<file path="config.mk">
export PLATFORM = sky130hd
export DESIGN_NAME = lsbs_ram
export DESIGN_NICKNAME = d
export VERILOG_FILES = /design/src/lsbs_ram.sv
export SDC_FILE = /design/constraint.sdc
export NUM_CORES = 2
export LEC_CHECK = 0
export BUFFER_PORTS_ARGS = -buffer_cell sky130_fd_sc_hd__clkbuf_2
export CAP_MARGIN = 5
export CELL_PAD_IN_SITES_DETAIL_PLACEMENT = 1
export CELL_PAD_IN_SITES_GLOBAL_PLACEMENT = 1
export CORE_MARGIN = 1.5
export CORE_UTILIZATION = 50
export CTS_CLUSTER_DIAMETER = 100
export DETAILED_ROUTE_END_ITERATION = 8
export GPL_TIMING_DRIVEN = 0
export PLACE_DENSITY_LB_ADDON = 0.1
export SETUP_SLACK_MARGIN = 0.4
export SKIP_LAST_GASP = 1
export SLEW_MARGIN = 15
export SYNTH_ARGS = -nofsm -noshare
export SYNTH_HDL_FRONTEND = slang
export SYNTH_SLANG_ARGS = --single-unit
export TNS_END_PERCENT = 30
</file>
<file path="constraint.sdc">
create_clock -name clock -period 3.2 [get_ports clock]
set_clock_uncertainty 0.15 [all_clocks]
set_input_delay 0.16 -clock clock [delete_from_list [all_inputs] [get_ports clock]]
set_output_delay 0.16 -clock clock [all_outputs]
set_load 0.01 [all_outputs]
</file>
<file path="src/lsbs_ram.sv">
// Generic simple dual-port RAM with one write port and a registered read port.
module lsbs_ram #(
   parameter int Width = 8,
   parameter int Depth = 256,
   parameter int AddrWidth = $clog2(Depth)
) (
   input  logic                 clock,
   input  logic                 wr_en,
   input  logic [AddrWidth-1:0] wr_addr,
   input  logic [Width-1:0]     wr_data,
   input  logic                 rd_en,
   input  logic [AddrWidth-1:0] rd_addr,
   output logic [Width-1:0]     rd_data
);

   logic [Width-1:0] mem_ff [Depth];
   logic [Width-1:0] rd_data_ff;

   always_ff @(posedge clock) begin
      if (wr_en) begin
         mem_ff[wr_addr] <= wr_data;
      end
      if (rd_en) begin
         rd_data_ff <= mem_ff[rd_addr];
      end
   end

   assign rd_data = rd_data_ff;

endmodule

</file>
==> results.md <==
- CP max stage cell: nor4_2
- Routed WL: 256000 µm
- Fill count: 13.3k
- Initial antenna violation count: 15
- Reg2Reg Depth: 6
- Final net count: 4038
- Slew Limit Fails: 0
- Placer Congestion: 0.895
- RSZ-0062 raised after global routing: yes
- Commonest cells after routing, fill and taps aside: edfxtp_1 (2056), mux4_2 (454), nor2_1 (272)
- Share of cells above drive strength 1: 25.3%
- Seq/Total Area, Yosys: 77.5%
- Hold EP: mem_ff[167][3]$_DFFE_PP_
- Post-synth EDFFs: 2056
- Final Hold Violating Endpoints: 0
- Gate count of the mapped netlist: 3733
- Placeable Area: 158000 µm²
- Total number of yosys warnings: 0
- Layout Utilization: 57.3%
- DR vias/cell: 6.66
- Post-DP HPWL: 174000 µm
- Initial core utilization: 50.3%
- Cell depth of the worst hold path: 3
- Mean routed wirelength per cell: 41.0 µm
- Startpoint Class: input pin
- Die width: 402 µm
- Post-route ant nets: 0
- Commonest non-fill, non-tap cell in the layout: edfxtp_1
- Detailed Routing Iterations Pass 1: 5
- Number of max-cap violations: 0
- Clock slew at reported path FFs: 0.06 ns
- Die area: 162000 µm²
- Distinct cells, synth: 54
- Syn Area/Cell: 21.3 µm²
- Clock root buffer: clkbuf_16
- Cell taking the most area after synthesis: edfxtp_1
- Setup Crit Path Kind: in2reg
- Latest clock arrival within the worst-skew pair: 0.86 ns
- P&R area growth vs syn: 13.7%
- Crit. End Element: flip-flop
- Final worst setup slack: 0.292 ns
- Total gr overflow: 0
- CTS tree: yes
- First-pass GRT wire length: 352000 µm
- Status: completed
- Share of the synthesized area in the top cell type: 77.5%
- Critical-path maximum fanout: 10
- Top cells by area, synth: edfxtp_1 (78%), mux4_2 (13%), mux2i_1 (1.7%)
- Cts bufs inserted: 205
- Total Routing Usage GR: 32.1%
- Max rail drop VDD: 618 µV
- Endpoints failing setup: 0
- Io pins: 35
- Post-place setup slack: -2.14 ns
- Register area: 61700 µm²
- H-tree Lvls: 4
- Net Count, Synth: 3760
- Pin count of the biggest net entering global routing: 121
- FF+latch count, synth: 2056
- WP data required: 3.60 ns
- Hold wc startpoint: wr_addr[1]
- Worst path cell trace: buf_2 -> buf_4 -> buf_2 -> clkdlybuf4s15_2 -> mux4_2 -> a22oi_1 -> a21oi_1 -> nor4_2 -> nor4_2
- R2R setup slack: 0.33 ns
- Worst path arrival time: 3.31 ns
- Overall power: 56.2 mW
- CTS sink cnt: 2056
- Vias post-DR: 41.7k
- Minimum clock period: 2.91 ns
- Main synth FF type: edfxtp_1
- IO buf count: 27
- Mapped Area: 79600 µm²
- Ratio of final minimum period to clock period: 90.9%
- Worst slew margin: 16.9%
- Multi-input combinational cell area: 17000 µm²
- Initial DRC count: 5802
- Ys async rst share: 0%
- Slowest stage delay, CP: 0.67 ns
- Vias in the first global route: 42.3k
- LEAKAGE: 28.0 nW
- DRC: 0
- Source of the worst register-to-register timing path: mem_ff[139][7]$_DFFE_PP_
- Max clock buf depth: 3
- Worst min path class: in2reg
- PwrDens: 621 nW/µm²
- Std cell rows: 146
- Die H: 402 µm
- Fmax: 344 MHz
- Worst Max-Slew Pin Slew: 1.24 ns
- Reg2reg end: rd_data[7]$_DFFE_PP_
==> stage by stage <==
| stage | setup TNS (ns) | hold WS [ns] | std cells | cell area (µm²) |
|---|---|---|---|---|
| finish | 0 | 0.117 | 6258 | 90600 |
| global route | 0 | 0.139 | 6249 | 90500 |
| CTS | 0 | 0.0349 | 6249 | 90300 |
| detailed placement | -157.57 | 0.441 | 5865 | 83400 |
| global placement | -4767.46 | 0.448 | 5832 | 82400 |
| floorplan | 0 | 0.109 | 3733 | 79600 |
==> how the worst max path moves through the flow <==
| stage | start | end | slack (ns) | depth (start not counted) |
|---|---|---|---|---|
| floorplan | rd_addr[0] | rd_data[2]$_DFFE_PP_ | 0.81 | 9 |
| global placement | rd_addr[3] | rd_data[3]$_DFFE_PP_ | -2.60 | 7 |
| detailed placement | rd_addr[2] | rd_data[4]$_DFFE_PP_ | -2.14 | 9 |
| CTS | rd_addr[0] | rd_data[2]$_DFFE_PP_ | 0.36 | 11 |
| global route | rd_addr[2] | rd_data[0]$_DFFE_PP_ | 0.36 | 9 |
| finish | rd_addr[1] | rd_data[6]$_DFFE_PP_ | 0.29 | 9 |
==> critical path: cells and delay by family <==
family          cells  cell delay, ns
compound gates      2            0.54
buf+inv             4            1.33
mux                 1            0.38
simple gates        2            0.85
==> sequential cells by signal, summed over array words and instances, names as in the netlist <==
signal,flops
mem_ff,2048
rd_data,8
==> cells in the mapped netlist (13+ instances only) <==
library cell / n
buf_1: 22
a21oi_1: 96
o221ai_1: 46
mux4_2: 454
nor4_1: 24
clkbuf_1: 111
a22oi_1: 133
buf_6: 21
nand3_1: 34
buf_4: 27
a211oi_1: 16
nand2_1: 33
nor3_1: 22
nor2_1: 282
edfxtp_1: 2056
buf_8: 13
mux2i_1: 134
a221oi_1: 13
nor2b_1: 31
o22ai_1: 28
buf_2: 31
==> metal layers <==
metal	GRT usage, %	up-vias	part of all wire, %
met5	0	-	0.020
met4	12.2	8	4.2
met3	7.07	430	9.5
met2	50.4	2242	47
met1	44.5	22700	39
li1	-	16300	-
==> final cells by class <==
class / count / share of cell area (%)
clock inverters: 108 / 0.944
plain buffers: 233 / 1.86
multi-input cells: 1442 / 18.8
well taps: 2072 / 2.86
diodes: 9 / 0.0249
inverters: 2 / 0.00967
clock buffers: 265 / 6.01
flip-flops and latches: 2056 / 68.2
repair buffers: 71 / 1.32
==> repair_timing <==
| item | CTS | global route |
|---|---|---|
| pin swaps | 3 | 4 |
| endpoints found under the setup margin | 16 | 88 |
| endpoints found under the hold margin | 677 | 0 |
| cloned | 0 | 0 |
| gates resized for setup | 132 | 77 |
| hold buffers | 9 | 0 |
| buffers inserted | 2 | 0 |
==> power by group <==
part | switching [mW] | leakage [nW] | internal [mW] | total [mW]
logic | 2.34 | 6.48 | 1.06 | 3.40
registers | 0.0258 | 18.5 | 29.7 | 29.7
clock network | 10.4 | 3.05 | 12.7 | 23.1
total | 12.8 | 28.0 | 43.5 | 56.2
==> logic make-up after synthesis <==
logic type / count (synthesis) / synth area share [%]
buffers and inverters: 235 / 1.83
and+or+nand+nor: 466 / 2.63
muxes: 591 / 14.6
DFF: 2056 / 77.5
AOI/OAI and AO/OA: 385 / 3.42
Note: power is estimated with default switching activity, not from simulation.
