File: config.mk
export PLATFORM = sky130hd
export DESIGN_NAME = lsbs_out
export DESIGN_NICKNAME = d
export VERILOG_FILES = /design/src/lsbs_pkg.sv /design/src/lsbs_out.sv
export SDC_FILE = /design/constraint.sdc
export NUM_CORES = 1
export LEC_CHECK = 0
export BUFFER_PORTS_ARGS = -buffer_cell sky130_fd_sc_hd__buf_4
export CELL_PAD_IN_SITES_DETAIL_PLACEMENT = 0
export CELL_PAD_IN_SITES_GLOBAL_PLACEMENT = 2
export CORE_ASPECT_RATIO = 1.2
export CORE_MARGIN = 2
export CORE_UTILIZATION = 21
export DETAILED_ROUTE_END_ITERATION = 12
export PLACE_DENSITY = 0.74
export SYNTH_ARGS = -nofsm -noshare
export SYNTH_HDL_FRONTEND = slang
export SYNTH_SLANG_ARGS = --single-unit
File: constraint.sdc
create_clock -name clock -period 1.46 [get_ports clock]
set_clock_uncertainty 0.05 [all_clocks]
set_input_delay 0.073 -clock clock [delete_from_list [all_inputs] [get_ports clock]]
set_output_delay 0.073 -clock clock [all_outputs]
set_load 0.01 [all_outputs]
File: src/lsbs_pkg.sv
// Package with the shared types and constants of the LED strip bit serializer.
package lsbs_pkg;

   localparam int MAX_LEDS = 512;
   localparam int BANK_BYTES = 3 * MAX_LEDS;
   localparam int STORE_DEPTH = 2 * BANK_BYTES;
   localparam int STORE_AW = $clog2(STORE_DEPTH);
   localparam int INDEX_W = 11;
   localparam int COUNT_W = 10;
   localparam int PIXEL_W = COUNT_W + 2;
   localparam int LATCH_MAX = 3 * ((MAX_LEDS + 63) / 64);
   localparam int LATCH_W = $clog2(LATCH_MAX + 1);
   localparam int LED_COUNT_RESET = 320;
   localparam int LATCH_RESET = 3 * ((LED_COUNT_RESET + 63) / 64);
   localparam int PADDR_W = 3;
   localparam int PDATA_W = 32;

   localparam logic [1:0] KIND_TICK = 2'd0;
   localparam logic [1:0] KIND_WRITE = 2'd1;
   localparam logic [1:0] KIND_SWAP = 2'd2;

   localparam logic CSR_REG_LED_COUNT = 1'b0;

   localparam logic [2:0] BIT_MSB = 3'd7;
   localparam logic [2:0] BIT_LSB = 3'd0;

   typedef struct packed {
      logic [1:0] kind;
      logic [INDEX_W-1:0] byte_address;
      logic [7:0] byte_value;
   } req_type;

   typedef struct packed {
      logic data_bit;
      logic in_latch;
      logic last_of_byte;
   } rsp_type;

   typedef struct packed {
      logic valid;
      logic [2:0] bit_position;
      logic in_latch;
      logic last_of_byte;
   } tick_type;

endpackage

File: src/lsbs_out.sv
// Output stage: combines the fetched byte with the bit position and holds the result beat.
module lsbs_out (
   input  logic               clock,
   input  logic               reset,
   input  lsbs_pkg::tick_type tick,
   input  logic [7:0]         ram_rd_data,
   output logic               req_ready,
   output logic               rsp_valid,
   input  logic               rsp_ready,
   output lsbs_pkg::rsp_type  rsp_data
);

   logic               s1_valid_ff, s1_valid_in;
   lsbs_pkg::tick_type s1_ff, s1_in;
   logic               rsp_valid_ff, rsp_valid_in;
   lsbs_pkg::rsp_type  rsp_ff, rsp_in;
   logic               s1_move;
   logic [7:0]         shown_byte;

   assign s1_move = !rsp_valid_ff || rsp_ready;
   assign req_ready = !s1_valid_ff || s1_move;
   assign shown_byte = {1'b1, ram_rd_data[6:0]};

   always_comb begin
      s1_in = s1_ff;
      s1_valid_in = s1_valid_ff;
      rsp_in = rsp_ff;
      rsp_valid_in = rsp_valid_ff;
      if (s1_move) begin
         rsp_valid_in = s1_valid_ff;
         rsp_in.data_bit = s1_ff.in_latch ? 1'b0 : shown_byte[s1_ff.bit_position];
         rsp_in.in_latch = s1_ff.in_latch;
         rsp_in.last_of_byte = s1_ff.last_of_byte;
         s1_valid_in = 1'b0;
      end
      if (tick.valid) begin
         s1_valid_in = 1'b1;
         s1_in = tick;
      end
   end

   always_ff @(posedge clock) begin
      if (reset) begin
         s1_valid_ff <= 1'b0;
         rsp_valid_ff <= 1'b0;
      end else begin
         s1_valid_ff <= s1_valid_in;
         rsp_valid_ff <= rsp_valid_in;
      end
      s1_ff <= s1_in;
      rsp_ff <= rsp_in;
   end

   assign rsp_valid = rsp_valid_ff;
   assign rsp_data = rsp_ff;

endmodule
==> run metrics, run 1 <==
status=finished, final reports clean; clk slew on worst S/H paths=0.06 ns; pwr/cell area=1056 nW/um^2; antenna violations before repair=0; DRT Pass-1 Iters=4; Area contributors post-synth=edfxtp_1 (65%), dfxtp_1 (11%), mux4_2 (6.1%), nor2_1 (4.1%), mux2_2 (3.1%); largest net degree at the start of global routing=7; overflow left after global routing=0; share of layout cells above drive strength 1=49.06%; max-slew violation count=0; Die ar.=2110 sq um; worst hold path type=in -> reg; Cells after DPL=61; DRC violations left=0; Die X=42.27 um; Syn-to-layout area delta=72.88%; Syn Std Cell Area=369.1 sq um; switching pwr=126.2 uW; ANT nets after route=0; clk sinks=10; via count of the first global-routing pass=316; sw frac=18.72%; post-synthesis sequential area ratio=75.93%; Gate Count Post-Synth=23; Vias=292; first-pass GRT wire length=1235 um; Tot Pwr=674.0 uW; Non-Filler Instances=71; cts repair resizes=0; Tightest Pin Transition=0.2581 ns; core area=1642 sq um; final wirelength=698 um; via/cell ratio=4.113; Clk pwr share=35.5%; clk_lat worst skew=0.26 ns; Top Layer Used=met3; metal2 WL=303 um; combinational power share=13.3%; io pins=22; post-synth cell types=12; nets=71; GR Util All Layers=8.214%; max incr delay on CP=0.50 ns; Clock Path Buffers=2; count of state elements after synthesis=10; slowest CP cell=mux4_2; final setup fails=0; CP arrival=1.36 ns; Port Buffers=20; relative slew slack=82.76%; Syn. warnings=0; CP Launch Type=flip-flop; Die Y-Extent=49.93 um; most common cell after layout, fill and taps aside=buf_4; drt wl/cell=9.831 um; metal1 wirelength=300 um; max-cap check violation count=0; sequential power share=51.2%; final hold vios=0; Met3 Wirelength=94 um; Peak supply drop=0.4370 mV; htree depth=1; minimum clock period=1.406 ns; CTS tree=built; internal power=547.8 uW; Worst Path Required=1.42 ns; syn_area_per_cell=16.05 sq um; dominant cell type by area after synthesis=edfxtp_1; Post-Place Worst Slack=0.04082 ns; Setup CP Type=reg -> reg; Post-CTS Hold Fix Bufs=6; crit path max fanout=3; CTS Root Cell=clkbuf_4; CP Cell Sequence=mux4_2 > o22ai_1 > a311oi_1; Syn Nets=40; drt first-iter violations=5; fin crit share=96.32%; Static Leak=0.0002673 uW; fmax=0.7111 GHz; setup bufs post-CTS=0; setup TNS=0 ns; gpl congestion=0.6715; # rows=16; FF-to-FF path depth=3; RSZ-0062 raised after global routing=no; CTS buffer count=3; hold depth=1; antenna cells=0; Setup crit end kind=flip-flop; Initial Util=22.48%; Final WS setup=0.05373 ns; share of the synthesized area in the top cell type=65.08%; commonest cells after routing, fill and taps aside=buf_4 (20), edfxtp_1 (8), dlygate4sd3_1 (6)
[final timing paths]
| path | from | to | slack [ns] |
|---|---|---|---|
| setup / recovery | s1_ff[2]$_DFFE_PP_ | rsp_data[2]$_SDFFCE_PP0P_ | 0.05 |
| hold / removal | tick[5] | s1_ff[0]$_DFFE_PP_ | 0.01 |
| setup reg to reg | s1_ff[2]$_DFFE_PP_ | rsp_data[2]$_SDFFCE_PP0P_ | 0.05 |
| hold reg to reg | s1_ff[0]$_DFFE_PP_ | rsp_data[0]$_DFFE_PP_ | 0.38 |
[state kept, by name, indices dropped and copies added (netlist names)]
name / count
s1_ff: 5
s1_valid_ff: 1
rsp_data: 3
rsp_valid: 1
[area by class of cell]
| type | count | area [sq um] |
|---|---|---|
| fillers | 177 | 1003 |
| flip-flops and latches | 10 | 280.3 |
| repair buffers | 26 | 210.2 |
| well taps | 18 | 22.52 |
| multi-input cells | 12 | 85.08 |
| inverters | 1 | 3.754 |
| clock buffers | 4 | 36.28 |
[power by group through the flow]
| stage | combinational, uW | sequential (uW) | clock (uW) |
|---|---|---|---|
| CTS | 90.3 | 346 | 255 |
| finish | 89.6 | 345 | 239 |
| global route | 97.1 | 349 | 265 |
| detailed placement | 77.8 | 352 | 0 |
| global placement | 77.9 | 351 | 0 |
| floorplan | 21.0 | 355 | 0 |
[synthesized netlist by cell type]
master	instances
a21oi_1	1
a311oi_1	1
dfxtp_1	2
edfxtp_1	8
inv_1	1
mux2_2	1
mux4_2	1
nand2_1	1
nand2b_1	1
nor2_1	4
nor2b_1	1
o22ai_1	1
[cell families after synthesis]
kind of cell / share of synthesized area, %
compound gates: 5.424
buf+inv: 1.016
flops: 75.93
mux: 9.152
simple gates: 8.475
[per-stage QoR]
stage                     util, %  hold slack, ns  area (sq um)
after floorplan                 -         0.09538         369.1
after detailed placement    33.00          0.1949         541.8
after CTS                   38.87       0.0008519         638.1
final                       38.87         0.01470         638.1
after global routing        38.87        0.007993         638.1
after global placement      33.00          0.1975         541.8
[worst max-delay path: cells and delay by family, from the launching register on]
kind	cells	cell delay [ns]
DFF	1	0.39
muxes	1	0.50
AOI/OAI and AO/OA	2	0.22
[routing by layer]
layer	track usage, %	up-vias
met3	4.029	0
met1	8.924	124
met2	12.05	21
met4	6.250	0
met5	0	-
li1	-	147
(Power assumes the default switching activity.)
==> run 2, diff against run 1 <==
- CORE_MARGIN: 2 -> default
==> run 2 against run 1 <==
  * Critical path depth stayed put
  * Utilization is 0.46 points higher
  * Final cell count is 1.4% higher
  * Combinational power is 3.6% higher
  * Clock power hardly changed
  * Critical path type unchanged
  * Largest cell class unchanged
==> run metrics, run 2 (synthesis results as in run 1) <==
FF-to-FF path depth=3 (unchanged); RSZ-0062 raised after global routing=no; final hold vios=0 (unchanged); clk slew on worst S/H paths=0.07 ns (about the same); nets=72 (+1.4%); CP Launch Type=flip-flop; Setup crit end kind=flip-flop; WP buf/inv=0 (unchanged); CTS Root Cell=clkbuf_4; pwr/cell area=1052 nW/um^2 (-0.39%); htree depth=1 (unchanged); minimum clock period=1.384 ns (-0.02213 ns); first-pass GRT wire length=924 um (-25%); Worst Path Required=1.42 ns (about the same); # rows=16 (unchanged); Die ar.=1930 sq um (-8.5%); CTS buffer count=3 (unchanged); relative slew slack=82.93% (+0.17 points); most common cell after layout, fill and taps aside=buf_4; hold depth=1 (unchanged); # fillers=176 (-0.56%); overflow left after global routing=0 (unchanged); gpl congestion=0.6189 (-7.8%); clk sinks=10 (unchanged); capturing point of the worst reg2reg path=rsp_data[2]$_SDFFCE_PP0P_; Peak supply drop=0.4880 mV (+12%); max-cap check violation count=0 (unchanged); Die X=40.27 um (-4.7%); via/cell ratio=4.111 (about the same); max-slew violation count=0 (unchanged); CP arrival=1.34 ns (-0.02 ns); final setup fails=0 (unchanged); Vias=296 (+1.4%); area of the multi-input gates=85.08 sq um (unchanged); cell family with most CP delay=multiplexers; Tightest Pin Transition=0.2556 ns (-0.002542 ns); max reg flops=5 (unchanged); Die Y-Extent=47.93 um (-4.0%); Syn-to-layout area delta=74.92%; antenna violations before repair=0 (unchanged); Initial Util=22.48% (unchanged); GR Util All Layers=7.648% (-0.57 points); largest net degree at the start of global routing=7 (unchanged); share of layout cells above drive strength 1=50.00% (+0.94 points); Setup CP Type=reg -> reg; slowest CP cell=mux4_2; final wirelength=698 um (unchanged); io pins=22 (unchanged); Register Area=280.3 sq um (unchanged); ANT nets after route=0 (unchanged); Port Buffers=20 (unchanged); DP HPWL=525.5 um; status=finished, final reports clean; drt first-iter violations=3 (-2); setup TNS=0 ns (unchanged); CP Cell Sequence=mux4_2 > o22ai_1 > a311oi_1; max incr delay on CP=0.50 ns (about the same); Static Leak=0.0002721 uW (+1.8%); clk_lat worst skew=0.26 ns (about the same); antenna cells=0 (unchanged); Non-Filler Instances=72 (+1.4%); fmax=0.7225 GHz (+1.6%); Largest Register=s1_ff; reg-to-reg startpoint=s1_ff[2]$_DFFE_PP_; worst hold path type=in -> reg; via count of the first global-routing pass=263 (-17%); CTS tree=built; crit path max fanout=2 (-1); crit path launch=s1_ff[2]$_DFFE_PP_; commonest cells after routing, fill and taps aside=buf_4 (21), edfxtp_1 (8), dlygate4sd3_1 (6); DRC violations left=0 (unchanged); core area=1642 sq um (unchanged); fin crit share=94.80% (-1.5 points); DRT Pass-1 Iters=3 (-1); Clock Path Buffers=2 (unchanged); Cells after DPL=61 (unchanged); WP depth=3 (unchanged); Final Core Density=39.33% (+0.46 points); hold path startpoint=tick[5]; worst hold endpoint=s1_ff[0]$_DFFE_PP_; drt wl/cell=9.694 um (-1.4%); R2R Setup Slk=0.08 ns (+0.02 ns)
run 2: cell types whose count changed in the layout (fill, tap and decap cells not counted):
| cell | change |
|---|---|
| buf_4 | +1 |
run 2: timing repair:
item / CTS / global route
setup endpoints to repair: 0 / 1
hold buffers: 6 / 0
resized for setup: 0 / 0
setup buffers: 0 / 1
hold endpoints to repair: 7 / 0
run 2: final cells by class:
type                    count  share of cell area [%]
repair buffers             27                   33.72
flip-flops and latches     10                   43.41
inverters                   1                  0.5814
well taps                  18                   3.488
clock buffers               4                   5.620
multi-input cells          12                   13.18
run 2: worst register-to-register path, cell delays in order, from the launching register on:
cell and delay, ns:
edfxtp_1 0.37, mux4_2 0.50, o22ai_1 0.16, a311oi_1 0.06
run 2: power breakdown:
group | switching, uW | leakage, uW | total, uW | internal (uW)
clock | 90.2 | 0.0000210 | 241 | 151
combinational | 27.8 | 0.000153 | 92.8 | 65.0
sequential | 11.1 | 0.0000976 | 345 | 334
total | 129 | 0.000272 | 679 | 550
run 2: through the flow:
step	hold WS, ns	worst slack [ns]	power [uW]	cell area (sq um)
global route	0.003131	0.02784	714.5	645.6
detailed placement	0.2001	0.04886	429.2	541.8
global placement	0.1979	0.07092	429.0	541.8
CTS	0.009271	0.03948	686.2	638.1
finish	0.01523	0.07587	679.3	645.6
floorplan	0.09538	0.09679	376.5	369.1
run 2: per-layer routing:
metal	global-route usage, %	wire length, um	vias to the layer above
met5	0	0	-
met4	6.000	0	0
met3	3.256	99	0
met2	12.58	305	21
met1	7.375	293	126
li1	-	-	149
run 2: how the worst max path moves through the flow:
stage	slack, ns	to
after global placement	0.07	rsp_data[2]$_SDFFCE_PP0P_
after detailed placement	0.05	rsp_data[2]$_SDFFCE_PP0P_
after floorplan	0.1	rsp_data[2]$_SDFFCE_PP0P_
final	0.08	rsp_data[2]$_SDFFCE_PP0P_
after CTS	0.04	rsp_data[2]$_SDFFCE_PP0P_
after global routing	0.03	rsp_data[2]$_SDFFCE_PP0P_
==> run 3, diff against run 2 <==
- ABC_AREA: default -> 1
- CORE_UTILIZATION: 21 -> 20
- PLACE_DENSITY: 0.74 -> 0.75
==> run 3 against run 2 <==
  * Worst setup slack better by 0.25 ns
  * Clock power is 22% lower
  * Power is 7.7% lower
  * Sequential power hardly changed
  * Combinational power is 2% higher
  * Routed wire length stayed put
  * First-iteration DRC count is 130% higher
  * Non-clock buffer count is 1 lower
  * Final area is 0.39% higher
  * Final cell count is 18% higher
  * Via count is 14% higher
  * Flip-flop and latch count stayed put
  * Critical path type unchanged
  * Highest routed layer unchanged
==> run metrics, run 3 <==
max incr delay on CP=0.44 ns (-0.06 ns); gpl congestion=0.7491 (+21%); CP Launch Type=flip-flop; CP Cell Sequence=inv_2 > nand3b_1 > nand2_1 > nand2_1 > nand2_1 > nor2_1; final wirelength=698 um (unchanged); cts repair resizes=0 (unchanged); cell mode on critical path=nand2_1; worst hold path type=in -> reg; Gate Count Post-Synth=36 (+57%); post-synthesis sequential area ratio=72.26% (-3.7 points); Setup crit end kind=flip-flop; io pins=22 (unchanged); area of the multi-input gates=85.08 sq um (unchanged); ANT nets after route=0 (unchanged); RSZ-0062 raised after global routing=no; most common cell after layout, fill and taps aside=buf_4; worst hold endpoint=s1_ff[0]$_DFFE_PP_; commonest cells after routing, fill and taps aside=buf_4 (20), nand2_1 (10), edfxtp_1 (8); Die ar.=2120 sq um (+9.9%); setup bufs post-CTS=0 (unchanged); overflow left after global routing=0 (unchanged); share of layout cells above drive strength 1=36.36% (-14 points); final setup fails=0 (unchanged); Initial Util=21.20% (-1.3 points); drt wl/cell=8.212 um (-15%); via count of the first global-routing pass=308 (+17%); clk sinks=10 (unchanged); via/cell ratio=3.953 (-3.8%); max reg flops=5 (unchanged); Worst Path Required=1.41 ns (about the same); Area contributors post-synth=edfxtp_1 (62%), dfxtp_1 (10%), nand2_1 (9.7%), inv_1 (4.8%), nand3_1 (3.9%); clk slew on worst S/H paths=0.06 ns (about the same); CP arrival=1.09 ns (-0.25 ns); Post-synth EDFFs=8 (unchanged); Syn Std Cell Area=387.9 sq um (+5.1%); DRC violations left=0 (unchanged); max-slew violation count=0 (unchanged); share of the synthesized area in the top cell type=61.94% (-3.1 points); clk_lat worst skew=0.26 ns (about the same); core area=1829 sq um (+11%); GR Util All Layers=7.687% (+0.038 points); first-pass GRT wire length=1173 um (+27%); DRT Pass-1 Iters=4 (+1); Register Area=280.3 sq um (unchanged); fin crit share=77.74% (-17 points); most instantiated cells after synthesis=nand2_1 (10), edfxtp_1 (8), inv_1 (5), nor2_1 (4), nand3_1 (3); status=finished, final reports clean; # fillers=197 (+12%); CTS Root Cell=clkbuf_4; Largest Register=s1_ff; crit path max fanout=4 (+2); Tightest Pin Transition=0.1690 ns (-0.08655 ns); Non-Filler Instances=85 (+18%); dominant cell type by area after synthesis=edfxtp_1; hold slack final=0.01827 ns (+0.003039 ns); Setup CP Type=reg -> reg; Clock Path Buffers=2 (unchanged); fmax=0.8810 GHz (+22%); final hold vios=0 (unchanged); CTS tree=built; largest net degree at the start of global routing=7 (unchanged); Peak supply drop=0.4576 mV (-6.2%); WP buf/inv=1 (+1); CTS buffer count=3 (unchanged); R2R Setup Slk=0.32 ns (+0.25 ns); reg-to-reg startpoint=s1_ff[4]$_DFFE_PP_; # rows=17 (+1); Cells after DPL=75 (+23%); setup TNS=0 ns (unchanged); Port Buffers=20 (unchanged); antenna cells=0 (unchanged); DP HPWL=532 um (+1.2%); count of state elements after synthesis=10 (unchanged); Post-synth top flop=edfxtp_1; htree depth=1 (unchanged); Syn Nets=53 (+33%); Async S/R FF share, synth=0% (unchanged); hold depth=1 (unchanged); Syn-to-layout area delta=67.10%; relative slew slack=88.69% (+5.8 points); count leader, synth=nand2_1; antenna violations before repair=0 (unchanged); Die X=42.20 um (+4.8%); drt first-iter violations=7 (+4); Vias=336 (+14%); minimum clock period=1.135 ns (-0.2491 ns); syn_area_per_cell=10.77 sq um (-33%); hold path startpoint=tick[5]; FF-to-FF path depth=6 (+3); post-synth cell types=9 (-3); nets=84 (+17%); Final Core Density=35.43% (-3.9 points); Static Leak=0.0002990 uW (+9.9%); Post-CTS Hold Fix Bufs=6 (unchanged); Syn. warnings=0 (unchanged); Die Y-Extent=50.24 um (+4.8%); slowest CP cell=edfxtp_1; capturing point of the worst reg2reg path=rsp_data[2]$_SDFFCE_PP0P_; cell family with most CP delay=flip-flops; pwr/cell area=967.4 nW/um^2 (-8.1%); max-cap check violation count=0 (unchanged)
==> run 3: cell families after synthesis <==
group                  after synthesis  synth area share (%)
buffers and inverters                6                 5.806
flip-flops                          10                 72.26
AO/OA/AOI/OAI                        2                 2.581
AND/OR/NAND/NOR                     18                 19.35
==> run 3: through the flow <==
| step | total power (uW) | setup slack (ns) | area [sq um] |
|---|---|---|---|
| 2_1_floorplan | 378.9 | 0.4167 | 387.9 |
| 5_1_grt | 665.9 | 0.2134 | 648.1 |
| 6_report | 627.0 | 0.3250 | 648.1 |
| 4_1_cts | 639.6 | 0.3072 | 648.1 |
| 3_5_place_dp | 433.4 | 0.3432 | 561.8 |
| 3_3_place_gp | 431.8 | 0.3406 | 561.8 |
==> run 3: worst max path at each step <==
| stage | from | endpoint | depth (start not counted) |
|---|---|---|---|
| after floorplan | s1_ff[4]$_DFFE_PP_ | rsp_data[2]$_SDFFCE_PP0P_ | 6 |
| after global placement | s1_ff[4]$_DFFE_PP_ | rsp_data[2]$_SDFFCE_PP0P_ | 6 |
| after detailed placement | s1_ff[4]$_DFFE_PP_ | rsp_data[2]$_SDFFCE_PP0P_ | 4 |
| after CTS | rsp_valid$_SDFFE_PP0P_ | req_ready | 4 |
| after global routing | rsp_valid$_SDFFE_PP0P_ | req_ready | 4 |
| final | s1_ff[4]$_DFFE_PP_ | rsp_data[2]$_SDFFCE_PP0P_ | 6 |
==> run 3: worst register-to-register path: stages (launching register included) <==
cell	delay [ns]
edfxtp_1	0.44
inv_2	0.11
nand3b_1	0.08
nand2_1	0.07
nand2_1	0.05
nand2_1	0.05
nor2_1	0.04
==> run 3: layout make-up <==
type | count | share of cell area [%]
Tap cell | 19 | 3.668
Inverter | 6 | 3.475
Clock buffer | 4 | 4.054
Timing Repair Buffer | 26 | 32.43
Multi-Input combinational cell | 20 | 13.13
Sequential cell | 10 | 43.24
==> run 3: metal layers <==
metal / global-route usage [%] / routed length (um) / vias to the layer above
met5: 0 / 0 / -
met1: 8.090 / 290 / 146
li1: - / - / 176
met4: 3.125 / 0 / 0
met3: 5.396 / 61 / 0
met2: 11.79 / 346 / 14
==> run 3: where the power goes <==
group	leakage (uW)	switching (uW)	internal (uW)	total, uW
sequential	0.0000976	10.3	334	345
combinational	0.000186	35.1	59.3	94.4
clock	0.0000150	83.1	105	188
