**config.mk**
```make
export PLATFORM = sky130hd
export DESIGN_NAME = lsbs_ctrl
export DESIGN_NICKNAME = d
export VERILOG_FILES = /design/src/lsbs_pkg.sv /design/src/lsbs_ctrl.sv
export SDC_FILE = /design/constraint.sdc
export NUM_CORES = 1
export LEC_CHECK = 0
export BUFFER_PORTS_ARGS = -buffer_cell sky130_fd_sc_hd__buf_2
export CAP_MARGIN = 40
export CORE_MARGIN = 5
export CORE_UTILIZATION = 49
export DETAILED_ROUTE_END_ITERATION = 12
export GPL_ROUTABILITY_DRIVEN = 0
export GPL_TIMING_DRIVEN = 0
export HOLD_SLACK_MARGIN = 0.02
export PLACE_DENSITY = 0.8
export SLEW_MARGIN = 25
export SYNTH_ARGS = -nofsm -noshare
export SYNTH_HDL_FRONTEND = slang
export SYNTH_SLANG_ARGS = --single-unit
```
**constraint.sdc**
```tcl
create_clock -name clock -period 4.8 [get_ports clock]
set_input_delay 0 -clock clock [delete_from_list [all_inputs] [get_ports clock]]
set_output_delay 0 -clock clock [all_outputs]
set_load 0.03 [all_outputs]
```
**src/lsbs_pkg.sv**
```systemverilog
// Package with the shared types and constants of the LED strip bit serializer.
package lsbs_pkg;

   localparam int MAX_LEDS = 512;
   localparam int BANK_BYTES = 3 * MAX_LEDS;
   localparam int STORE_DEPTH = 2 * BANK_BYTES;
   localparam int STORE_AW = $clog2(STORE_DEPTH);
   localparam int INDEX_W = 11;
   localparam int COUNT_W = 10;
   localparam int PIXEL_W = COUNT_W + 2;
   localparam int LATCH_MAX = 3 * ((MAX_LEDS + 63) / 64);
   localparam int LATCH_W = $clog2(LATCH_MAX + 1);
   localparam int LED_COUNT_RESET = 320;
   localparam int LATCH_RESET = 3 * ((LED_COUNT_RESET + 63) / 64);
   localparam int PADDR_W = 3;
   localparam int PDATA_W = 32;

   localparam logic [1:0] KIND_TICK = 2'd0;
   localparam logic [1:0] KIND_WRITE = 2'd1;
   localparam logic [1:0] KIND_SWAP = 2'd2;

   localparam logic CSR_REG_LED_COUNT = 1'b0;

   localparam logic [2:0] BIT_MSB = 3'd7;
   localparam logic [2:0] BIT_LSB = 3'd0;

   typedef struct packed {
      logic [1:0] kind;
      logic [INDEX_W-1:0] byte_address;
      logic [7:0] byte_value;
   } req_type;

   typedef struct packed {
      logic data_bit;
      logic in_latch;
      logic last_of_byte;
   } rsp_type;

   typedef struct packed {
      logic valid;
      logic [2:0] bit_position;
      logic in_latch;
      logic last_of_byte;
   } tick_type;

endpackage

```
**src/lsbs_ctrl.sv**
```systemverilog
// Frame sequencer: register port, bank select, bit and byte counters, store access.
module lsbs_ctrl (
   input  logic                          clock,
   input  logic                          reset,
   input  logic                          req_valid,
   input  logic                          req_ready,
   input  lsbs_pkg::req_type             req_data,
   input  logic                          psel,
   input  logic                          penable,
   input  logic                          pwrite,
   input  logic [lsbs_pkg::PADDR_W-1:0]  paddr,
   input  logic [lsbs_pkg::PDATA_W-1:0]  pwdata,
   output logic [lsbs_pkg::PDATA_W-1:0]  prdata,
   output logic                          ram_wr_en,
   output logic [lsbs_pkg::STORE_AW-1:0] ram_wr_addr,
   output logic [7:0]                    ram_wr_data,
   output logic                          ram_rd_en,
   output logic [lsbs_pkg::STORE_AW-1:0] ram_rd_addr,
   output lsbs_pkg::tick_type            tick
);

   logic [lsbs_pkg::COUNT_W-1:0] led_count_ff, led_count_in;
   logic                         front_ff, front_in;
   logic [2:0]                   bit_pos_ff, bit_pos_in;
   logic                         latch_ff, latch_in;
   logic [lsbs_pkg::INDEX_W-1:0] byte_index_ff, byte_index_in;
   logic [lsbs_pkg::LATCH_W-1:0] latch_rem_ff, latch_rem_in;

   logic                         accept;
   logic                         is_tick;
   logic                         last;
   logic [lsbs_pkg::COUNT_W-1:0] eff_leds;
   logic [lsbs_pkg::PIXEL_W-1:0] pixel_bytes;
   logic [lsbs_pkg::COUNT_W:0]   leds_round;
   logic [lsbs_pkg::LATCH_W-1:0] latch_len;
   logic [lsbs_pkg::INDEX_W-1:0] next_index;
   logic [lsbs_pkg::LATCH_W-1:0] rem_dec;
   logic [lsbs_pkg::INDEX_W-1:0] index_mod;
   logic                         csr_write;

   assign accept = req_valid && req_ready;
   assign is_tick = accept && (req_data.kind == lsbs_pkg::KIND_TICK);
   assign last = (bit_pos_ff == lsbs_pkg::BIT_LSB);
   assign csr_write = psel && penable && pwrite
                      && (paddr[lsbs_pkg::PADDR_W-1] == lsbs_pkg::CSR_REG_LED_COUNT);

   always_comb begin
      if (led_count_ff == '0) begin
         eff_leds = lsbs_pkg::COUNT_W'(1);
      end else if (32'(led_count_ff) > lsbs_pkg::MAX_LEDS) begin
         eff_leds = lsbs_pkg::COUNT_W'(lsbs_pkg::MAX_LEDS);
      end else begin
         eff_leds = led_count_ff;
      end
      pixel_bytes = lsbs_pkg::PIXEL_W'(eff_leds) + {1'b0, eff_leds, 1'b0};
      leds_round = (lsbs_pkg::COUNT_W + 1)'(eff_leds) + (lsbs_pkg::COUNT_W + 1)'(63);
      latch_len = lsbs_pkg::LATCH_W'(leds_round >> 6) +
                  lsbs_pkg::LATCH_W'({leds_round >> 6, 1'b0});
   end

   always_comb begin
      if (32'(byte_index_ff) >= lsbs_pkg::BANK_BYTES) begin
         index_mod = lsbs_pkg::INDEX_W'(32'(byte_index_ff) - lsbs_pkg::BANK_BYTES);
      end else begin
         index_mod = byte_index_ff;
      end
   end

   always_comb begin
      ram_wr_en = accept && (req_data.kind == lsbs_pkg::KIND_WRITE)
                  && (32'(req_data.byte_address) < lsbs_pkg::BANK_BYTES);
      ram_wr_addr = lsbs_pkg::STORE_AW'(req_data.byte_address)
                    + (front_ff ? '0 : lsbs_pkg::STORE_AW'(lsbs_pkg::BANK_BYTES));
      ram_wr_data = req_data.byte_value;
      ram_rd_en = is_tick;
      ram_rd_addr = lsbs_pkg::STORE_AW'(index_mod)
                    + (front_ff ? lsbs_pkg::STORE_AW'(lsbs_pkg::BANK_BYTES) : '0);
      tick.valid = is_tick;
      tick.bit_position = bit_pos_ff;
      tick.in_latch = latch_ff;
      tick.last_of_byte = last;
   end

   always_comb begin
      led_count_in = led_count_ff;
      front_in = front_ff;
      bit_pos_in = bit_pos_ff;
      latch_in = latch_ff;
      byte_index_in = byte_index_ff;
      latch_rem_in = latch_rem_ff;
      next_index = byte_index_ff + lsbs_pkg::INDEX_W'(1);
      rem_dec = (latch_rem_ff != '0) ? latch_rem_ff - lsbs_pkg::LATCH_W'(1) : '0;
      if (csr_write) begin
         led_count_in = pwdata[lsbs_pkg::COUNT_W-1:0];
      end
      if (accept && (req_data.kind == lsbs_pkg::KIND_SWAP)) begin
         front_in = !front_ff;
      end
      if (is_tick) begin
         if (last) begin
            bit_pos_in = lsbs_pkg::BIT_MSB;
            if (!latch_ff) begin
               byte_index_in = next_index;
               if (lsbs_pkg::PIXEL_W'(next_index) >= pixel_bytes) begin
                  latch_in = 1'b1;
                  latch_rem_in = latch_len;
               end
            end else begin
               latch_rem_in = rem_dec;
               if (rem_dec == '0) begin
                  latch_in = 1'b0;
                  byte_index_in = '0;
               end
            end
         end else begin
            bit_pos_in = bit_pos_ff - 3'd1;
         end
      end
   end

   always_ff @(posedge clock) begin
      if (reset) begin
         led_count_ff <= lsbs_pkg::COUNT_W'(lsbs_pkg::LED_COUNT_RESET);
         front_ff <= 1'b0;
         bit_pos_ff <= lsbs_pkg::BIT_MSB;
         latch_ff <= 1'b1;
         byte_index_ff <= '0;
         latch_rem_ff <= lsbs_pkg::LATCH_W'(lsbs_pkg::LATCH_RESET);
      end else begin
         led_count_ff <= led_count_in;
         front_ff <= front_in;
         bit_pos_ff <= bit_pos_in;
         latch_ff <= latch_in;
         byte_index_ff <= byte_index_in;
         latch_rem_ff <= latch_rem_in;
      end
   end

   always_comb begin
      prdata = '0;
      if (paddr[lsbs_pkg::PADDR_W-1] == lsbs_pkg::CSR_REG_LED_COUNT) begin
         prdata = lsbs_pkg::PDATA_W'(led_count_ff);
      end
   end

endmodule

```
==> results of run 1 <==
## path summary, 6_finish.rpt
check | to | slack, ns | cells past startpoint
setup / recovery | latch_rem_ff[3]$_SDFFE_PP1P_ | 0.47 | 17
hold / removal | front_ff$_SDFFE_PP0P_ | 0.09 | 4
setup reg to reg | latch_rem_ff[3]$_SDFFE_PP1P_ | 0.47 | 17
hold reg to reg | led_count_ff[0]$_SDFFE_PP0P_ | 0.49 | 2
## power groups by stage
stage,registers [mW],logic (mW),clock network (mW)
after floorplan,0.268,0.140,0
after CTS,0.263,0.186,0.220
after detailed placement,0.269,0.178,0
after global routing,0.263,0.204,0.228
after global placement,0.269,0.175,0
final,0.263,0.186,0.214
## through the flow
step	utilization (%)	hold slack (ns)	std cells	cell area, um^2	setup WS (ns)
floorplan	-	0.1222	441	3322	1.096
global placement	59.01	0.2185	588	3769	0.5975
detailed placement	59.01	0.2262	588	3769	0.5541
CTS	61.97	0.1001	606	3958	0.4972
global route	61.97	0.1433	606	3958	0.03528
finish	61.97	0.09086	606	3958	0.4709
## flip-flops by register name, indices dropped and copies added, names as in the netlist
register / flops
latch_ff: 1
bit_pos_ff: 3
latch_rem_ff: 5
byte_index_ff: 11
led_count_ff: 10
front_ff: 1
## synth_stat cells (all sizes together), types with 2 or more instances
master / n / area share (%)
buf: 60 / 13
nand2: 49 / 5.9
ha: 34 / 13
nor2: 32 / 3.8
dfxtp: 31 / 19
inv: 30 / 3.5
a21oi: 26 / 4.1
nand3: 17 / 2.6
o21ai: 17 / 2.7
nor2b: 12 / 2.3
xor2: 11 / 3.0
xnor2: 10 / 3.2
nand3b: 9 / 2.1
and3: 8 / 1.6
clkbuf: 7 / 0.81
mux2i: 6 / 1.9
a211oi: 5 / 1.2
a22oi: 5 / 1.2
nand2b: 5 / 0.96
fa: 4 / 2.5
nor4: 4 / 1.6
a21o: 3 / 0.69
nor3: 3 / 0.46
a221oi: 2 / 0.73
a41oi: 2 / 0.54
and2: 2 / 0.39
nand4b: 2 / 0.54
o211ai: 2 / 0.46
o21bai: 2 / 0.58
o221ai: 2 / 0.54
o31ai: 2 / 0.46
o41ai: 2 / 0.54
## metal layers
| metal | global-route usage (%) | vias to the layer above | part of all wire [%] |
|---|---|---|---|
| li1 | - | 1589 | - |
| met1 | 22.78 | 1412 | 41 |
| met2 | 31.91 | 117 | 48 |
| met3 | 4.380 | 19 | 8.5 |
| met4 | 6.479 | 0 | 1.8 |
| met5 | 0 | - | 0 |
## critical path: cells and delay by family (launching register included)
family,cells,cell delay (ns)
buffers and inverters,3,0.34
and+or+nand+nor,3,0.37
DFF,1,0.46
adders and majority gates,3,1.02
AOI/OAI and AO/OA,8,2.01
## cell families after synthesis
kind of cell / after synthesis
AOI/OAI and AO/OA: 79
xor gates and xnor gates: 21
adders and majority gates: 38
buffers and inverters: 97
DFF: 31
muxes: 6
other: 1
and+or+nand+nor: 147
## repair_timing
action / 4_1_cts / 5_1_grt
hold buffers: 10 / 0
setup endpoints to repair: 0 / 0
endpoints found under the hold margin: 10 / 0
## layout make-up
class | count | area [um^2] | share of cell area [%]
Clock buffer | 5 | 68.82 | 1.739
Multi-Input combinational cell | 313 | 2126 | 53.71
Timing Repair Buffer | 80 | 450.4 | 11.38
Clock inverter | 3 | 20.02 | 0.5058
Sequential cell | 31 | 620.6 | 15.68
Inverter | 30 | 112.6 | 2.845
Tap cell | 77 | 96.34 | 2.434
Buffer | 67 | 462.9 | 11.70
==> flow_results.org, run 1 <==
** Clock tree
- Maximum level of the CTS H-tree :: 2
- Clk_lat worst skew :: between 0.2 and 0.3 ns
- Counting every sink on the clock net gives 31.
- Buffer count from post-CTS setup fixing :: 0
- TritonCTS built the clock tree.
- Number of buffers between clock root and the deepest sink :: 2
- Clock tree synthesis selected as its root buffer the cell sky130_fd_sc_hd__clkbuf_8.
- TritonCTS Buffers :: 5
- After clock tree synthesis, the clock-pin slew on the worst setup and hold paths is 0.08 ns.
- Count of instances resized after the clock tree is built :: 0

** Critical path
- Critical path startpoint category :: flip-flop
- WS Path Type :: flip-flop to flip-flop
- Launch instance of the worst register-to-register path :: led_count_ff[9]$_SDFFE_PP0P_
- Among the stages of the critical path, the cell type that occurs most often is sky130_fd_sc_hd__ha_1.
- Crit. Startpoint :: led_count_ff[9]$_SDFFE_PP0P_
- Maximum fanout encountered on the critical timing path :: 10
- At the worst endpoint, the required time is slightly below 5 ns.
- Worst setup EP type :: flip-flop
- Walking the worst path, the cells encountered are inv_2 -> buf_2 -> nand2_1 -> inv_1 -> ha_1 -> fa_1 -> a21oi_1 -> o21ai_1 -> a221oi_2 -> nor2b_1 -> o41ai_1 -> ha_1 -> a211oi_1 -> nand3_1 -> o21a_1 -> o21bai_2 -> o221ai_1.
- Worst EP arrival :: about 4.5 ns
- In this design, the stage delay of the slowest critical-path cell is 0.46 ns.
- Cell with the largest stage delay on the worst path :: sky130_fd_sc_hd__dfxtp_1

** Synth
- After synthesis, the mean cell area works out to between 7 and 8 um^2.
- Cells after Synth :: between 400 and 500
- Leading register cell type out of synthesis :: sky130_fd_sc_hd__dfxtp_1
- Post-synthesis instance area :: around 0.0032 mm^2
- Post-synthesis adder-cell area fraction :: 15.59%
- Number of synthesized register bits :: 31
- By area, the combinational part of the netlist is dominated by simple AND/OR/NAND/NOR gates.
- Number of distinct library cell variants in the gate-level netlist after synthesis :: 60
- Area share of xor/xnor cells in the synthesized design :: 6.134%
- The Yosys step of the flow raised 0 warnings.
- The synthesized netlist devotes 15.97% of its cell area to compound gates.
- Asr flop ratio synth :: 0%
- Multiplexer share of the synthesized area :: 1.852%
- Summing the areas of all and, or, nand and nor instances in the mapped netlist gives a little under a quarter of the synthesized area.
- Sequential elements use a little under a fifth of the synthesized area.
- The synthesized design contains 0 enable-type register cells.

** Floorplan
- The core region is 0.006386 mm^2.
- Die span in y :: 91.36 um
- Number of standard-cell rows in the floorplan :: 29
- Initial Utilization :: 50.78%
- Area enclosed by the die boundary :: 0.008346 mm^2
- Num ports :: 135
- Die span in x :: 91.36 um

** Global routing
- Residual overflow from global routing :: 0
- Antenna violations before repair :: 0
- Wire length of the first global-routing pass :: 13330 um
- The via count of the first global-routing pass came to 2942.
- Total GRT Usage :: 18.63%
- Entering global routing, the biggest net connects 12 pins.

** Pwr
- In this run switching power makes up 34.57% of total power.
- Per report_power, the combinational group accounts for ~28% of the total.
- Sequential fraction of design power :: about 40%
- The completed layout was analyzed and its total power is 663.3 uW.
- Reported leakage power :: 2.155 nW
- IR analysis of the VDD net gives a maximum drop of 150.9 uV.
- Summed over all nets, the switching power comes to 229.3 uW.
- Power density normalized to cell area :: ~170 mW/mm^2
- The clock network is responsible for 32.3% of the overall power.
- The internal portion of the total power is about 430 uW.

** STA
- Setup repair after global routing left no endpoint under its margin.
- After routing, the total negative slack on setup checks comes to 0 ns.
- Final setup fails :: 0
- Final Hold Fails :: 0
- Clock Skew :: ~0.0049 ns
- Static timing analysis puts the maximum clock frequency at 231.0 MHz.
- The smallest clock period supported by the final layout is computed as 4.329 ns.
- Measured against its own limit, the worst slew margin works out to 60.37%.
- Part of the cycle the worst path needs :: 90.19%
- Transition time at the pin with the least slew margin :: between 0.5 and 0.6 ns
- The number of pins with negative max-slew slack in the final report came to 0.

** Drt
- After the first detailed-routing iteration, the DRC count stood at about 160.
- Across all layers, the routed design uses 3137 vias.
- Post-DR vias/cell :: 5.177
- In this run the remaining antenna-violating nets after routing total 0.
- Average detailed-routed wire length per instance :: 13.00 um
- Before antenna repair, the detailed router went through 4 iterations.
- For this run, design rule violations remaining after detail routing come to 0.
- After detailed routing, the total wire length is 7876 um.

** Final layout
- The final layout contains 629 nets.
- Share of post-route cells with drive strength above 1 :: 28.92%
- Relative area change from synthesis to final layout :: 22.03%
- Leaving out fill and tap cells, the most frequent cell in the layout is sky130_fd_sc_hd__buf_2.
- Number of antenna cells inserted :: 0
- Leaving out fill and tap cells, the most frequent cells in the layout are sky130_fd_sc_hd__buf_2, sky130_fd_sc_hd__buf_4, sky130_fd_sc_hd__nand2_1.
- Final-layout fill cell count :: around 570

** Min path
- In this run the most critical hold path is launched from req_data[20].
- The tightest min-delay check is of the input pin to flip-flop type.

** Run status
- Outcome :: finished, final reports clean

** Placed design
- Once detailed placement completed, the half-perimeter wirelength came to ~6300 um.
- Buffers added on ports :: 70

** Run
- Maxcap violations :: 0
No activity file was read; power rests on OpenSTA's default activity.
==> inputs of run 2 (changes only) <==
Settings changed: CORE_MARGIN 5 to unset, CORE_UTILIZATION 49 to 50, CTS_BUF_LIST set to sky130_fd_sc_hd__clkbuf_2, PLACE_DENSITY 0.8 to 0.82.
==> flow_results.org, run 2 (synthesized netlist as in run 1, its figures left out) <==
** Run status
- Outcome: finished, final reports clean (unchanged).

** Clock tree
- The clock slew seen by the registers of the worst setup and hold paths came to 0.18 ns (was 0.08 ns).
- Number of buffers between clock root and the deepest sink :: 2 (unchanged)
- The number of levels in the clock H-tree is 2 (unchanged).
- Number of buffers inserted by hold repair at cts :: 12 (was 10)
- The clock insertion delay at the later pin of the skew report came to 0.38 ns (was 0.29 ns).
- The post-cts gate resize count came to 0 (unchanged).
- The total setup buffers inserted after CTS was 0 (unchanged).
- The clock tree from TritonCTS is done (unchanged).
- Count of clock tree sinks :: 31 (unchanged)
- The number of CTS-inserted buffers was 5 (unchanged).
- The cell at the root of the clock tree is sky130_fd_sc_hd__clkbuf_2 (was sky130_fd_sc_hd__clkbuf_8).

** Final layout
- The area taken by flip-flops and latches is 620.6 um^2 (unchanged).
- Commonest cells after routing, fill and taps aside :: sky130_fd_sc_hd__buf_2, sky130_fd_sc_hd__buf_4, sky130_fd_sc_hd__nand2_1 (unchanged)
- The flip-flop count of the largest register after layout was 11 (unchanged).
- Number of antenna cells inserted :: 0 (unchanged)
- Top Registers :: byte_index_ff (11), led_count_ff (10), latch_rem_ff (5) (unchanged)
- Multi-input gate area :: 0.002126 mm^2 (unchanged)
- The layout-stage area growth over the synthesis result was 21.80% (was 22.03%).
- The number of fill cells came to 549 (was 568).
- Share of post-route cells with drive strength above 1 :: 28.63% (was 28.92%)
- The final net count is 631 (was 629).
- The number of cells in the finished layout apart from fillers was 606 (unchanged).
- Most common library cell in the layout ignoring fill and taps :: sky130_fd_sc_hd__buf_2 (unchanged)
- Register with the most flip-flops :: byte_index_ff (unchanged)

** Drt
- Routed wire length :: 7784 um (was 7876 um)
- The post-detailed-route count of antenna-violating nets came to 0 (unchanged).
- The post-detailed-route via-to-cell ratio was 5.256 (was 5.177).
- The count of routing violations after the opening detailed-route iteration was 253 (was 162).
- The count of vias placed by the detailed router is 3185 (was 3137).
- The number of detailed-routing iterations run before antenna repair was 5 (was 4).
- The detail-routed net length per standard cell was 12.84 um (was 13.00 um).
- DRC violation count after routing :: 0 (unchanged)

** Placed design
- Cell Count Post-Placement :: 586 (was 588)
- The number of buffers added on ports came to 70 (unchanged).
- The worst slack after detailed placement came to 0.4652 ns (was 0.5541 ns).
- Sum of net half-perimeters after detailed placement :: 5943 um (was 6272 um)

** Critical path
- The capture instance of the worst register-to-register path is latch_rem_ff[3]$_SDFFE_PP1P_ (unchanged).
- Ordered list of cells on the worst path: inv_2 -> buf_2 -> nand2_1 -> inv_1 -> ha_1 -> fa_1 -> a21oi_1 -> o21ai_1 -> a221oi_2 -> nor2b_1 -> o41ai_1 -> ha_1 -> a211oi_1 -> nand3_1 -> o21a_1 -> o21bai_2 -> o221ai_1 (unchanged).
- The startpoint type of the worst setup path is a flip-flop (unchanged).
- The worst setup path category was flip-flop to flip-flop (unchanged).
- The number of cells traversed by the worst register-to-register path was 17 (unchanged).
- Cell with the largest stage delay on the worst path :: sky130_fd_sc_hd__fa_1 (was sky130_fd_sc_hd__dfxtp_1)
- The launching point of the worst reg2reg path is led_count_ff[9]$_SDFFE_PP0P_ (unchanged).
- Internal reg-to-reg setup slack :: 0.35 ns (was 0.47 ns)
- Maximum fanout encountered on the critical timing path :: 10 (unchanged)
- The largest stage delay on the critical path was 0.48 ns (was 0.46 ns).
- The critical path endpoint category is a flip-flop (unchanged).
- The cell with the most instances on the worst path is sky130_fd_sc_hd__ha_1 (unchanged).
- The required time at the endpoint of the critical path is 5.08 ns (was 4.96 ns).
- Worst EP arrival :: 4.73 ns (was 4.49 ns)

** STA
- Tmin final :: 4.450 ns (was 4.329 ns)
- Final setup fails :: 0 (unchanged)
- Max Slew Vio Count :: 0 (unchanged)
- Total negative setup slack :: 0 ns (unchanged)
- Setup repair after global routing missed its margin: false (unchanged).
- Worst hold slack :: 0.03334 ns (was 0.09086 ns)
- Worst slew margin relative to its limit :: 60.14% (was 60.37%)
- Fmax :: 224.7 MHz (was 231.0 MHz)
- Final Hold Fails :: 0 (unchanged)
- The slew at the pin with the worst max-slew slack came to 0.5979 ns (was 0.5944 ns).
- The worst clock skew was 0.01707 ns (was 0.004939 ns).
- Part of the cycle the worst path needs :: 92.70% (was 90.19%)
- The worst setup slack after layout is 0.3503 ns (was 0.4709 ns).

** Global routing
- Residual overflow from global routing :: 0 (unchanged)
- Wire length of the first global-routing pass :: 12520 um (was 13330 um)
- The maximum number of pins on one net before global-route repair was 12 (unchanged).
- Total GRT Usage :: 24.02% (was 18.63%)
- Number of global-route vias before repair :: 2796 (was 2942)
- The number of antenna violations at the first check in global routing came to 0 (unchanged).

** Min path
- Hold depth :: 3 (was 4)
- Worst hold endpoint :: latch_rem_ff[1]$_SDFFE_PP1P_ (was front_ff$_SDFFE_PP0P_)
- The startpoint of the tightest hold check path is reset (was req_data[20]).
- Class of the tightest hold or removal check :: input pin to flip-flop (unchanged)

** Pwr
- Worst IR Drop VDD :: 114.1 uV (was 150.9 uV)
- The overall power of the completed layout came to 634.2 uW (was 663.3 uW).
- Reported leakage power :: 2.161 nW (was 2.155 nW)
- The power density of the placed cells came to 160.6 mW/mm^2 (was 167.6 mW/mm^2).

** Floorplan
- Initial Utilization :: 53.20% (was 50.78%)
- Core Region :: 0.006096 mm^2 (was 0.006386 mm^2)
- The die span in x was 82.54 um (was 91.36 um).
- The vertical die dimension was 82.54 um (was 91.36 um).
- Number of standard-cell rows in the floorplan :: 28 (was 29)
- The boundary pin count came to 135 (unchanged).
- The die area is 0.006812 mm^2 (was 0.008346 mm^2).

** Run
- Maxcap violations :: 0 (unchanged)
## run 2: report_power, final
part           internal [mW]  switching (mW)  total, mW  leakage, nW
combinational         0.0744           0.113      0.187         1.87
clock                 0.0857          0.0980      0.184       0.0404
sequential             0.260         0.00313      0.263        0.251
total                  0.420           0.214      0.634         2.16
## run 2: how the worst max path moves through the flow
| stage | endpoint | cells past startpoint | slack, ns | start |
|---|---|---|---|---|
| 6_report | latch_rem_ff[3]$_SDFFE_PP1P_ | 17 | 0.35 | led_count_ff[9]$_SDFFE_PP0P_ |
| 5_1_grt | latch_rem_ff[3]$_SDFFE_PP1P_ | 17 | 0.13 | led_count_ff[9]$_SDFFE_PP0P_ |
| 4_1_cts | latch_rem_ff[3]$_SDFFE_PP1P_ | 17 | 0.46 | led_count_ff[9]$_SDFFE_PP0P_ |
| 3_5_place_dp | latch_rem_ff[3]$_SDFFE_PP1P_ | 17 | 0.47 | led_count_ff[9]$_SDFFE_PP0P_ |
| 3_3_place_gp | latch_rem_ff[3]$_SDFFE_PP1P_ | 17 | 0.63 | led_count_ff[9]$_SDFFE_PP0P_ |
| 2_1_floorplan | latch_rem_ff[3]$_SDFFE_PP1P_ | 17 | 1.10 | led_count_ff[9]$_SDFFE_PP0P_ |
## run 2: final cells by class
type                            count  area share, %
Buffer                             67          11.72
Clock buffer                        5         0.6335
Clock inverter                      3         0.9819
Inverter                           30          2.851
Multi-Input combinational cell    313          53.82
Sequential cell                    31          15.71
Tap cell                           75          2.376
Timing Repair Buffer               82          11.91
## run 2: worst max-delay path, delay by kind of cell (launching register included)
kind / cells / cell delay, ns
AOI/OAI and AO/OA: 8 / 2.08
adders and majority gates: 3 / 1.05
DFF: 1 / 0.46
and+or+nand+nor: 3 / 0.38
buffers and inverters: 3 / 0.35
## run 2: metal layers
layer	track usage, %	part of all wire, %
met5	0	0
met4	8.793	2.3
met3	3.626	7.1
met2	41.90	49
met1	29.75	41
## run 2: per-stage QoR
step	utilization (%)	cell area, um^2
finish	64.80	3950
global route	64.80	3950
CTS	64.80	3950
detailed placement	61.78	3766
global placement	61.78	3766
floorplan	-	3322
